## config.mk

```make
export PLATFORM = sky130hd
export DESIGN_NAME = sorted_double_ended_queue_flat
export DESIGN_NICKNAME = d
export VERILOG_FILES = /design/src/rtl/sdq_pkg.sv /design/src/rtl/sdq_in_if.sv /design/src/rtl/sdq_out_if.sv /design/src/rtl/sdq_cell.sv /design/src/rtl/sorted_double_ended_queue.sv /design/src/flat_wrapper.sv
export VERILOG_INCLUDE_DIRS = /design/src /design/src/rtl
export SDC_FILE = /design/constraint.sdc
export NUM_CORES = 2
export LEC_CHECK = 0
export BUFFER_PORTS_ARGS = -buffer_cell sky130_fd_sc_hd__buf_2
export CAP_MARGIN = 20
export CORE_MARGIN = 10
export CORE_UTILIZATION = 30
export DETAILED_ROUTE_END_ITERATION = 10
export PLACE_DENSITY = 0.49
export SLEW_MARGIN = 20
export SYNTH_ARGS = -nofsm -noshare
export SYNTH_HDL_FRONTEND = slang
export SYNTH_SLANG_ARGS = --single-unit
```

## constraint.sdc

```tcl
create_clock -name clk_i -period 6.9 [get_ports clk_i]
set_input_delay 1.38 -clock clk_i [delete_from_list [all_inputs] [get_ports clk_i]]
set_output_delay 1.38 -clock clk_i [all_outputs]
set_load 0.05 [all_outputs]
```

## src/rtl/assert_macros.svh

```systemverilog
// assertion macros shared by the sorted queue rtl
// no dependencies; included by files that carry concurrent checks
`ifndef ASSERT_MACROS_SVH
`define ASSERT_MACROS_SVH

// property that must hold at every clock edge outside reset
`define SDQ_ASSERT(lbl, clk, rstn, prop, msg) \
  lbl: assert property (@(posedge clk) disable iff (!rstn) (prop)) else $error(msg);

// consequent that must hold in the clock after the antecedent
`define SDQ_ASSERT_NEXT(lbl, clk, rstn, ante, cons, msg) \
  lbl: assert property (@(posedge clk) disable iff (!rstn) (ante) |=> (cons)) else $error(msg);

`endif

```

## src/rtl/sdq_pkg.sv

```systemverilog
// shared types, codes and helpers for the sorted double-ended queue
// no dependencies
package sdq_pkg;

  localparam int unsigned CAPACITY = 16;
  localparam int unsigned VALUE_W  = 32;
  localparam int unsigned FUNC_W   = 2;
  localparam int unsigned STATUS_W = 2;

  typedef logic signed [VALUE_W-1:0] value_t;
  typedef logic [FUNC_W-1:0]         func_t;
  typedef logic [STATUS_W-1:0]       status_t;

  // operation codes
  localparam func_t FUNC_INSERT  = 2'd0;
  localparam func_t FUNC_REM_MIN = 2'd1;
  localparam func_t FUNC_REM_MAX = 2'd2;

  // result status codes
  localparam status_t ST_OK    = 2'd0;
  localparam status_t ST_EMPTY = 2'd1;
  localparam status_t ST_FULL  = 2'd2;

  // per-cycle command broadcast to every cell
  typedef struct packed {
    logic ins;
    logic rm_min;
    logic rm_max;
  } sdq_ctl_t;

  // signed greater-than
  function automatic logic sdq_gt(input value_t a, input value_t b);
    return a > b;
  endfunction

endpackage

```

## src/rtl/sdq_in_if.sv

```systemverilog
// input channel of the sorted queue: operation and value words
// depends on sdq_pkg
interface sdq_in_if;
  logic               valid;
  logic               ready;
  sdq_pkg::func_t     func;
  sdq_pkg::value_t    value;

  modport source (output valid, func, value, input ready);
  modport sink   (input valid, func, value, output ready);
endinterface

```

## src/rtl/sdq_out_if.sv

```systemverilog
// output channel of the sorted queue: result value and status words
// depends on sdq_pkg
interface sdq_out_if;
  logic               valid;
  logic               ready;
  sdq_pkg::value_t    result_value;
  sdq_pkg::status_t   status;

  modport source (output valid, result_value, status, input ready);
  modport sink   (input valid, result_value, status, output ready);
endinterface

```

## src/rtl/sdq_cell.sv

```systemverilog
// one cell of the sorted row: holds a value and an occupancy flag
// depends on sdq_pkg; neighbours exchange values on insert and on remove-smallest
module sdq_cell (
  input  logic              clk_i,
  input  logic              rst_ni,
  input  sdq_pkg::sdq_ctl_t ctl_i,
  input  sdq_pkg::value_t   ins_value_i,
  input  sdq_pkg::value_t   prev_value_i,
  input  logic              prev_occ_i,
  input  logic              prev_gt_i,
  input  sdq_pkg::value_t   next_value_i,
  input  logic              next_occ_i,
  output sdq_pkg::value_t   value_o,
  output logic              occ_o,
  output logic              gt_o
);

  sdq_pkg::value_t value_q, value_d;
  logic            occ_q, occ_d;

  // held value is larger than the one being inserted
  assign gt_o = occ_q && sdq_pkg::sdq_gt(value_q, ins_value_i);

  // next value: shift up on insert, shift down on remove-smallest; remove-largest frees the highest occupied cell
  always_comb begin
    value_d = value_q;
    occ_d   = occ_q;
    if (ctl_i.ins) begin
      if (prev_gt_i) begin
        value_d = prev_value_i;
        occ_d   = prev_occ_i;
      end else if (gt_o || (!occ_q && prev_occ_i)) begin
        value_d = ins_value_i;
        occ_d   = 1'b1;
      end
    end else if (ctl_i.rm_min) begin
      value_d = next_value_i;
      occ_d   = next_occ_i;
    end else if (ctl_i.rm_max) begin
      occ_d   = occ_q && next_occ_i;
    end
  end

  // occupancy flag
  always_ff @(posedge clk_i or negedge rst_ni) begin
    if (!rst_ni) begin
      occ_q <= 1'b0;
    end else begin
      occ_q <= occ_d;
    end
  end

  // held value, no reset
  always_ff @(posedge clk_i) begin
    value_q <= value_d;
  end

  assign value_o = value_q;
  assign occ_o   = occ_q;

endmodule

```

## src/rtl/sorted_double_ended_queue.sv

```systemverilog
// sorted double-ended queue: a row of CAPACITY cells kept in ascending order
// each accepted word's result is loaded into the output register
// one word per cycle unless output stalls; all cells update on the same edge
// reset: asynchronous, clears the occupancy flags and the output valid
// stored values are not reset and are only read while occupied
module sorted_double_ended_queue (
  input  logic       clk_i,
  input  logic       rst_ni,
  sdq_in_if.sink     in_i,
  sdq_out_if.source  out_o
);

  `include "assert_macros.svh"

  localparam int unsigned CAP = sdq_pkg::CAPACITY;

  sdq_pkg::value_t   cell_value [CAP];
  logic [CAP-1:0]    cell_occ;
  logic [CAP-1:0]    cell_gt;
  logic [CAP-1:0]    occ_above;
  logic [CAP-1:0]    is_last;

  sdq_pkg::sdq_ctl_t ctl;
  logic              in_acc;
  logic              full;
  logic              empty;

  logic              out_valid_q;
  sdq_pkg::value_t   out_value_q, out_value_d;
  sdq_pkg::status_t  out_status_q, out_status_d;
  sdq_pkg::value_t   max_value;

  // output register frees up when its word is taken
  assign in_i.ready = !out_valid_q || out_o.ready;
  assign in_acc     = in_i.valid && in_i.ready;

  assign full  = cell_occ[CAP-1];
  assign empty = !cell_occ[0];

  // command to the cell row
  always_comb begin
    ctl.ins    = in_acc && (in_i.func == sdq_pkg::FUNC_INSERT)  && !full;
    ctl.rm_min = in_acc && (in_i.func == sdq_pkg::FUNC_REM_MIN) && !empty;
    ctl.rm_max = in_acc && (in_i.func == sdq_pkg::FUNC_REM_MAX) && !empty;
  end

  // row of cells
  for (genvar i = 0; i < CAP; i++) begin : g_cell
    sdq_pkg::value_t prev_value, next_value;
    logic            prev_occ, prev_gt, next_occ;

    if (i == 0) begin : g_first
      assign prev_value = '0;
      assign prev_occ   = 1'b1;
      assign prev_gt    = 1'b0;
    end else begin : g_mid
      assign prev_value = cell_value[i-1];
      assign prev_occ   = cell_occ[i-1];
      assign prev_gt    = cell_gt[i-1];
    end

    if (i == CAP - 1) begin : g_end
      assign next_value = '0;
      assign next_occ   = 1'b0;
    end else begin : g_inner
      assign next_value = cell_value[i+1];
      assign next_occ   = cell_occ[i+1];
    end

    sdq_cell u_cell (
      .clk_i        (clk_i),
      .rst_ni       (rst_ni),
      .ctl_i        (ctl),
      .ins_value_i  (in_i.value),
      .prev_value_i (prev_value),
      .prev_occ_i   (prev_occ),
      .prev_gt_i    (prev_gt),
      .next_value_i (next_value),
      .next_occ_i   (next_occ),
      .value_o      (cell_value[i]),
      .occ_o        (cell_occ[i]),
      .gt_o         (cell_gt[i])
    );
  end

  // pick the highest occupied cell
  assign occ_above = {1'b0, cell_occ[CAP-1:1]};
  assign is_last   = cell_occ & ~occ_above;

  always_comb begin
    max_value = '0;
    for (int unsigned i = 0; i < CAP; i++) begin
      max_value = max_value | (is_last[i] ? cell_value[i] : '0);
    end
  end

  // result word
  always_comb begin
    out_value_d  = '0;
    out_status_d = sdq_pkg::ST_OK;
    case (in_i.func)
      sdq_pkg::FUNC_INSERT: begin
        if (full) begin
          out_status_d = sdq_pkg::ST_FULL;
        end else begin
          out_value_d = in_i.value;
        end
      end
      sdq_pkg::FUNC_REM_MIN: begin
        if (empty) begin
          out_status_d = sdq_pkg::ST_EMPTY;
        end else begin
          out_value_d = cell_value[0];
        end
      end
      sdq_pkg::FUNC_REM_MAX: begin
        if (empty) begin
          out_status_d = sdq_pkg::ST_EMPTY;
        end else begin
          out_value_d = max_value;
        end
      end
      default: begin
        out_value_d  = '0;
        out_status_d = sdq_pkg::ST_OK;
      end
    endcase
  end

  // output valid
  always_ff @(posedge clk_i or negedge rst_ni) begin
    if (!rst_ni) begin
      out_valid_q <= 1'b0;
    end else if (in_acc) begin
      out_valid_q <= 1'b1;
    end else if (out_o.ready) begin
      out_valid_q <= 1'b0;
    end
  end

  // output payload
  always_ff @(posedge clk_i) begin
    if (in_acc) begin
      out_value_q  <= out_value_d;
      out_status_q <= out_status_d;
    end
  end

  assign out_o.valid        = out_valid_q;
  assign out_o.result_value = out_value_q;
  assign out_o.status       = out_status_q;

  // occupied cells always form a run from the bottom of the row
  `SDQ_ASSERT(a_occ_thermo, clk_i, rst_ni,
    (cell_occ & (cell_occ + CAP'(1))) == '0, "occupancy not contiguous")

  // a successful insert adds exactly one entry
  `SDQ_ASSERT_NEXT(a_ins_count, clk_i, rst_ni, ctl.ins,
    $countones(cell_occ) == $countones($past(cell_occ)) + 1, "insert count wrong")

  // a successful removal drops exactly one entry
  `SDQ_ASSERT_NEXT(a_rm_count, clk_i, rst_ni, ctl.rm_min || ctl.rm_max,
    $countones(cell_occ) + 1 == $countones($past(cell_occ)), "removal count wrong")

  // insert into a full row reports full and leaves the row alone
  `SDQ_ASSERT_NEXT(a_full_status, clk_i, rst_ni,
    in_acc && (in_i.func == sdq_pkg::FUNC_INSERT) && full,
    (out_status_q == sdq_pkg::ST_FULL) && $stable(cell_occ), "full insert mishandled")

endmodule

```

## src/flat_wrapper.sv

```systemverilog
// flat-port wrapper written by rule: the top's interface ports become plain ports
module sorted_double_ended_queue_flat 
  (clk_i, rst_ni, in_i_valid, in_i_func, in_i_value, in_i_ready, out_o_valid, out_o_result_value, out_o_status, out_o_ready);
  sdq_in_if in_i_i ();
  sdq_out_if out_o_i ();
  input  logic clk_i;
  input  logic rst_ni;
  input wire logic [$bits(in_i_i.valid)-1:0] in_i_valid;
  input wire logic [$bits(in_i_i.func)-1:0] in_i_func;
  input wire logic [$bits(in_i_i.value)-1:0] in_i_value;
  output wire logic [$bits(in_i_i.ready)-1:0] in_i_ready;
  output wire logic [$bits(out_o_i.valid)-1:0] out_o_valid;
  output wire logic [$bits(out_o_i.result_value)-1:0] out_o_result_value;
  output wire logic [$bits(out_o_i.status)-1:0] out_o_status;
  input wire logic [$bits(out_o_i.ready)-1:0] out_o_ready;
  assign in_i_i.valid = in_i_valid;
  assign in_i_i.func = in_i_func;
  assign in_i_i.value = in_i_value;
  assign in_i_ready = in_i_i.ready;
  assign out_o_valid = out_o_i.valid;
  assign out_o_result_value = out_o_i.result_value;
  assign out_o_status = out_o_i.status;
  assign out_o_i.ready = out_o_ready;
  sorted_double_ended_queue u_core (.clk_i(clk_i), .rst_ni(rst_ni), .in_i(in_i_i), .out_o(out_o_i));
endmodule
```

==> impl_metrics.yaml <==
run_status:
  status: "finished, final reports clean"
sta:
  report.final.setup_viol: 0
  maxSlewViolCount: 0
  tns_ns: 0
  max_slew.worst_pin.slew_ns: 1.29
  slew_headroom: 0.141
  clock_skew_ns: 0.0337
  rsz0062_at_grt: "no"
  clock.fmax_mhz: 184
  fin_crit_sh: 0.787
  hold_ws_ns: 0.587
  hold_violations: 0
  timing.final.crit_period_ns: 5.43
power:
  leakagePower_nw: 18.3
  ir_drop_mv: 0.302
  power.share.sequential: 0.317
  switchingPower_mw: 6.88
  p_int_mw: 8.71
  p_clk_frac: 0.255
  power_frac_comb: 0.427
  p_sw_frac: 0.441
  power_density_nw_per_um2: 336
clock_tree:
  ctsHoldBuffers: 0
  cts_resized: 0
  cts_buffer_depth: 3
  path_clk_slew_ns: 0.06
  cts_made_buffers: 73
  h-tree-depth: 3
  postCtsSetupBuffers: 0
  cts_root_buf: "clkbuf_16"
  cts.sinks: 563
  cts_tree: "done"
  clk_latency_ns: 0.71
routing:
  drtIter0Drc: 5426
  num_vias: 37943
  ant_nets: 0
  routed_wirelength_um: 210000
  route.detailed.drc: 0
  wl_per_cell_um: 35.3
  routed_via_density: 6.37
  drtPass1Iterations: 7
yosys:
  synthArstFlopShare: 0.0302
  ys_types: 82
  ys_ff_latch: 563
  synth_cells: 4135
  syn_nets: 4657
  post-synth-top-count-cell: "nand2_1"
  synthTopCellsByArea: "edfxtp_1 40%, ha_1 15%, mux2i_1 7.0%"
  synth_warnings: 0
  ys_top_cells_by_count: "672 x nand2_1, 546 x edfxtp_1, 484 x ha_1, 288 x mux2i_1, 261 x o21ai_0"
  synth_top_area_share: 0.397
  yosys.area.top_type: "edfxtp_1"
  synth-edff-count: 546
  ys_seq_area_frac: 0.407
  synth.avg_cell_area_um2: 10.0
  syn-cell-area_um2: 41300
  synth_flop_cell: "edfxtp_1"
global_routing:
  overflow: 0
  first_global_vias: 35141
  grt_pass1_wl_um: 289000
  grt_max_degree: 219
  antenna_found_initial: 19
  grt_use_total: 0.264
job:
  cap_violations: 0
critical_path:
  start_kind: "primary input"
  crit_chain: "buf_2 > inv_1 > ha_1 > nand4_1 > or4_1 > nor2_1 > o31a_1 > o31ai_2 > nand2_4 > nor4_1 > o21ai_4 > buf_4"
  cp-end-kind: "flop"
  critPathMaxStageDelay_ns: 0.70
  crit_type: "in -> reg"
  cp_max_fo: 26
  arrival_ns: 5.74
  cp_slowest_cell: "or4_1"
  cp_data_required_time_ns: 7.21
die:
  rows: 136
  dieArea_um2: 153000
  die_w_um: 391
  core-area_um2: 137000
  pin_count: 74
  initial_utilization: 0.301
  die_y_um: 391
finish:
  final_core_utilization: 0.338
  stdcell_area_um2: 46400
  syn2layout_area_growth_pct: 12.1
  multiInputGateArea_um2: 23200
  drive_above_1_share: 0.0887
  nNetsFinal: 4625
  regArea_um2: 16800
  n_fill_cell: 13941
placed_design:
  postPlaceCellArea_um2: 43900
  dpl.hpwl_um: 147000
  port_buffers: 73
  gp_congestion: 0.996
min_path:
  hold_class: "reg -> reg"
-- worst max-delay path: cells and delay by family --
kind	cells	cell delay, ns
AOI/OAI and AO/OA	3	0.89
adders and majority gates	1	0.45
buffers and inverters	3	1.24
and+or+nand+nor	5	1.72
-- power groups by stage --
stage	logic, mW	clock network (mW)	registers [mW]
after global routing	6.86	4.13	4.94
after floorplan	3.75	0	4.73
after CTS	6.43	4.02	4.90
final	6.66	3.98	4.95
after global placement	6.36	0	4.98
after detailed placement	6.42	0	4.97
-- placed cells by master (no fill, tap or decap), drive strengths merged, types with 36 or more instances in the layout --
cell / count
a221oi: 134
a21oi: 170
nand2: 674
o21ai: 335
nand4: 125
inv: 66
a22o: 129
nor2b: 36
o211ai: 209
mux2i: 289
ha: 484
edfxtp: 546
a21o: 49
nand3: 235
nor2: 96
buf: 192
clkbuf: 101
-- metal layers --
layer	GRT usage	up-vias	part of all wire
met5	0	-	0.00042
met4	0.115	12	0.047
met3	0.0623	517	0.11
met2	0.390	2546	0.42
met1	0.365	18766	0.42
li1	-	16102	-
-- cell type report --
type,count,area share
antenna,5,0.000270
clock buffer,100,0.0447
clock inverter,30,0.00683
inverter,64,0.00518
multi-input combinational,3208,0.500
sequential,563,0.363
tap,1794,0.0484
timing repair buffer,193,0.0316
-- state kept, by name (all words and copies together), names as in the netlist --
register,count
u_core.out_o.result_value,32
u_core.out_o.status,2
u_core.g_cell.u_cell.value_o,512
u_core.g_cell.u_cell.occ_o,16
u_core.out_o.valid,1
-- path summary, 6_finish.rpt --
| path | startpoint | end | slack (ns) | cells past startpoint |
|---|---|---|---|---|
| worst max-delay path | in_i_value[27] | u_core.g_cell[4].u_cell.value_o[6] | 1.47 | 12 |
| worst min-delay path | u_core.out_o.valid | u_core.out_o.valid | 0.59 | 2 |
| worst max register to register | u_core.g_cell[3].u_cell.value_o[27] | u_core.g_cell[4].u_cell.value_o[6] | 2.30 | 10 |
| worst min register to register | u_core.out_o.valid | u_core.out_o.valid | 0.59 | 2 |
| max in group asynchronous | rst_ni | u_core.g_cell[15].u_cell.occ_o | 5.85 | 1 |
| min in group asynchronous | rst_ni | u_core.g_cell[9].u_cell.occ_o | 0.66 | 1 |
-- cells by family (layout without fill, tap and decap cells) --
kind of cell / Yosys count / after routing / synth area share
multiplexers: 291 / 291 / 0.0708
other: 0 / 5 / 0
flip-flops: 563 / 563 / 0.407
XOR/XNOR: 1 / 1 / 0.000212
adder cells (fa/ha/maj): 484 / 484 / 0.146
AO/OA/AOI/OAI: 1178 / 1178 / 0.198
AND/OR/NAND/NOR: 1254 / 1254 / 0.137
buffers and inverters: 364 / 387 / 0.0403
-- stage by stage --
stage          std cells  power [mW]  setup WS (ns)
6_report            5957        15.6           1.47
5_1_grt             5956        15.9           1.45
3_3_place_gp        5820        11.3          0.787
4_1_cts             5951        15.3           1.57
2_1_floorplan       4135        8.47          0.354
3_5_place_dp        5821        11.4          0.855
(Power assumes the default switching activity.)
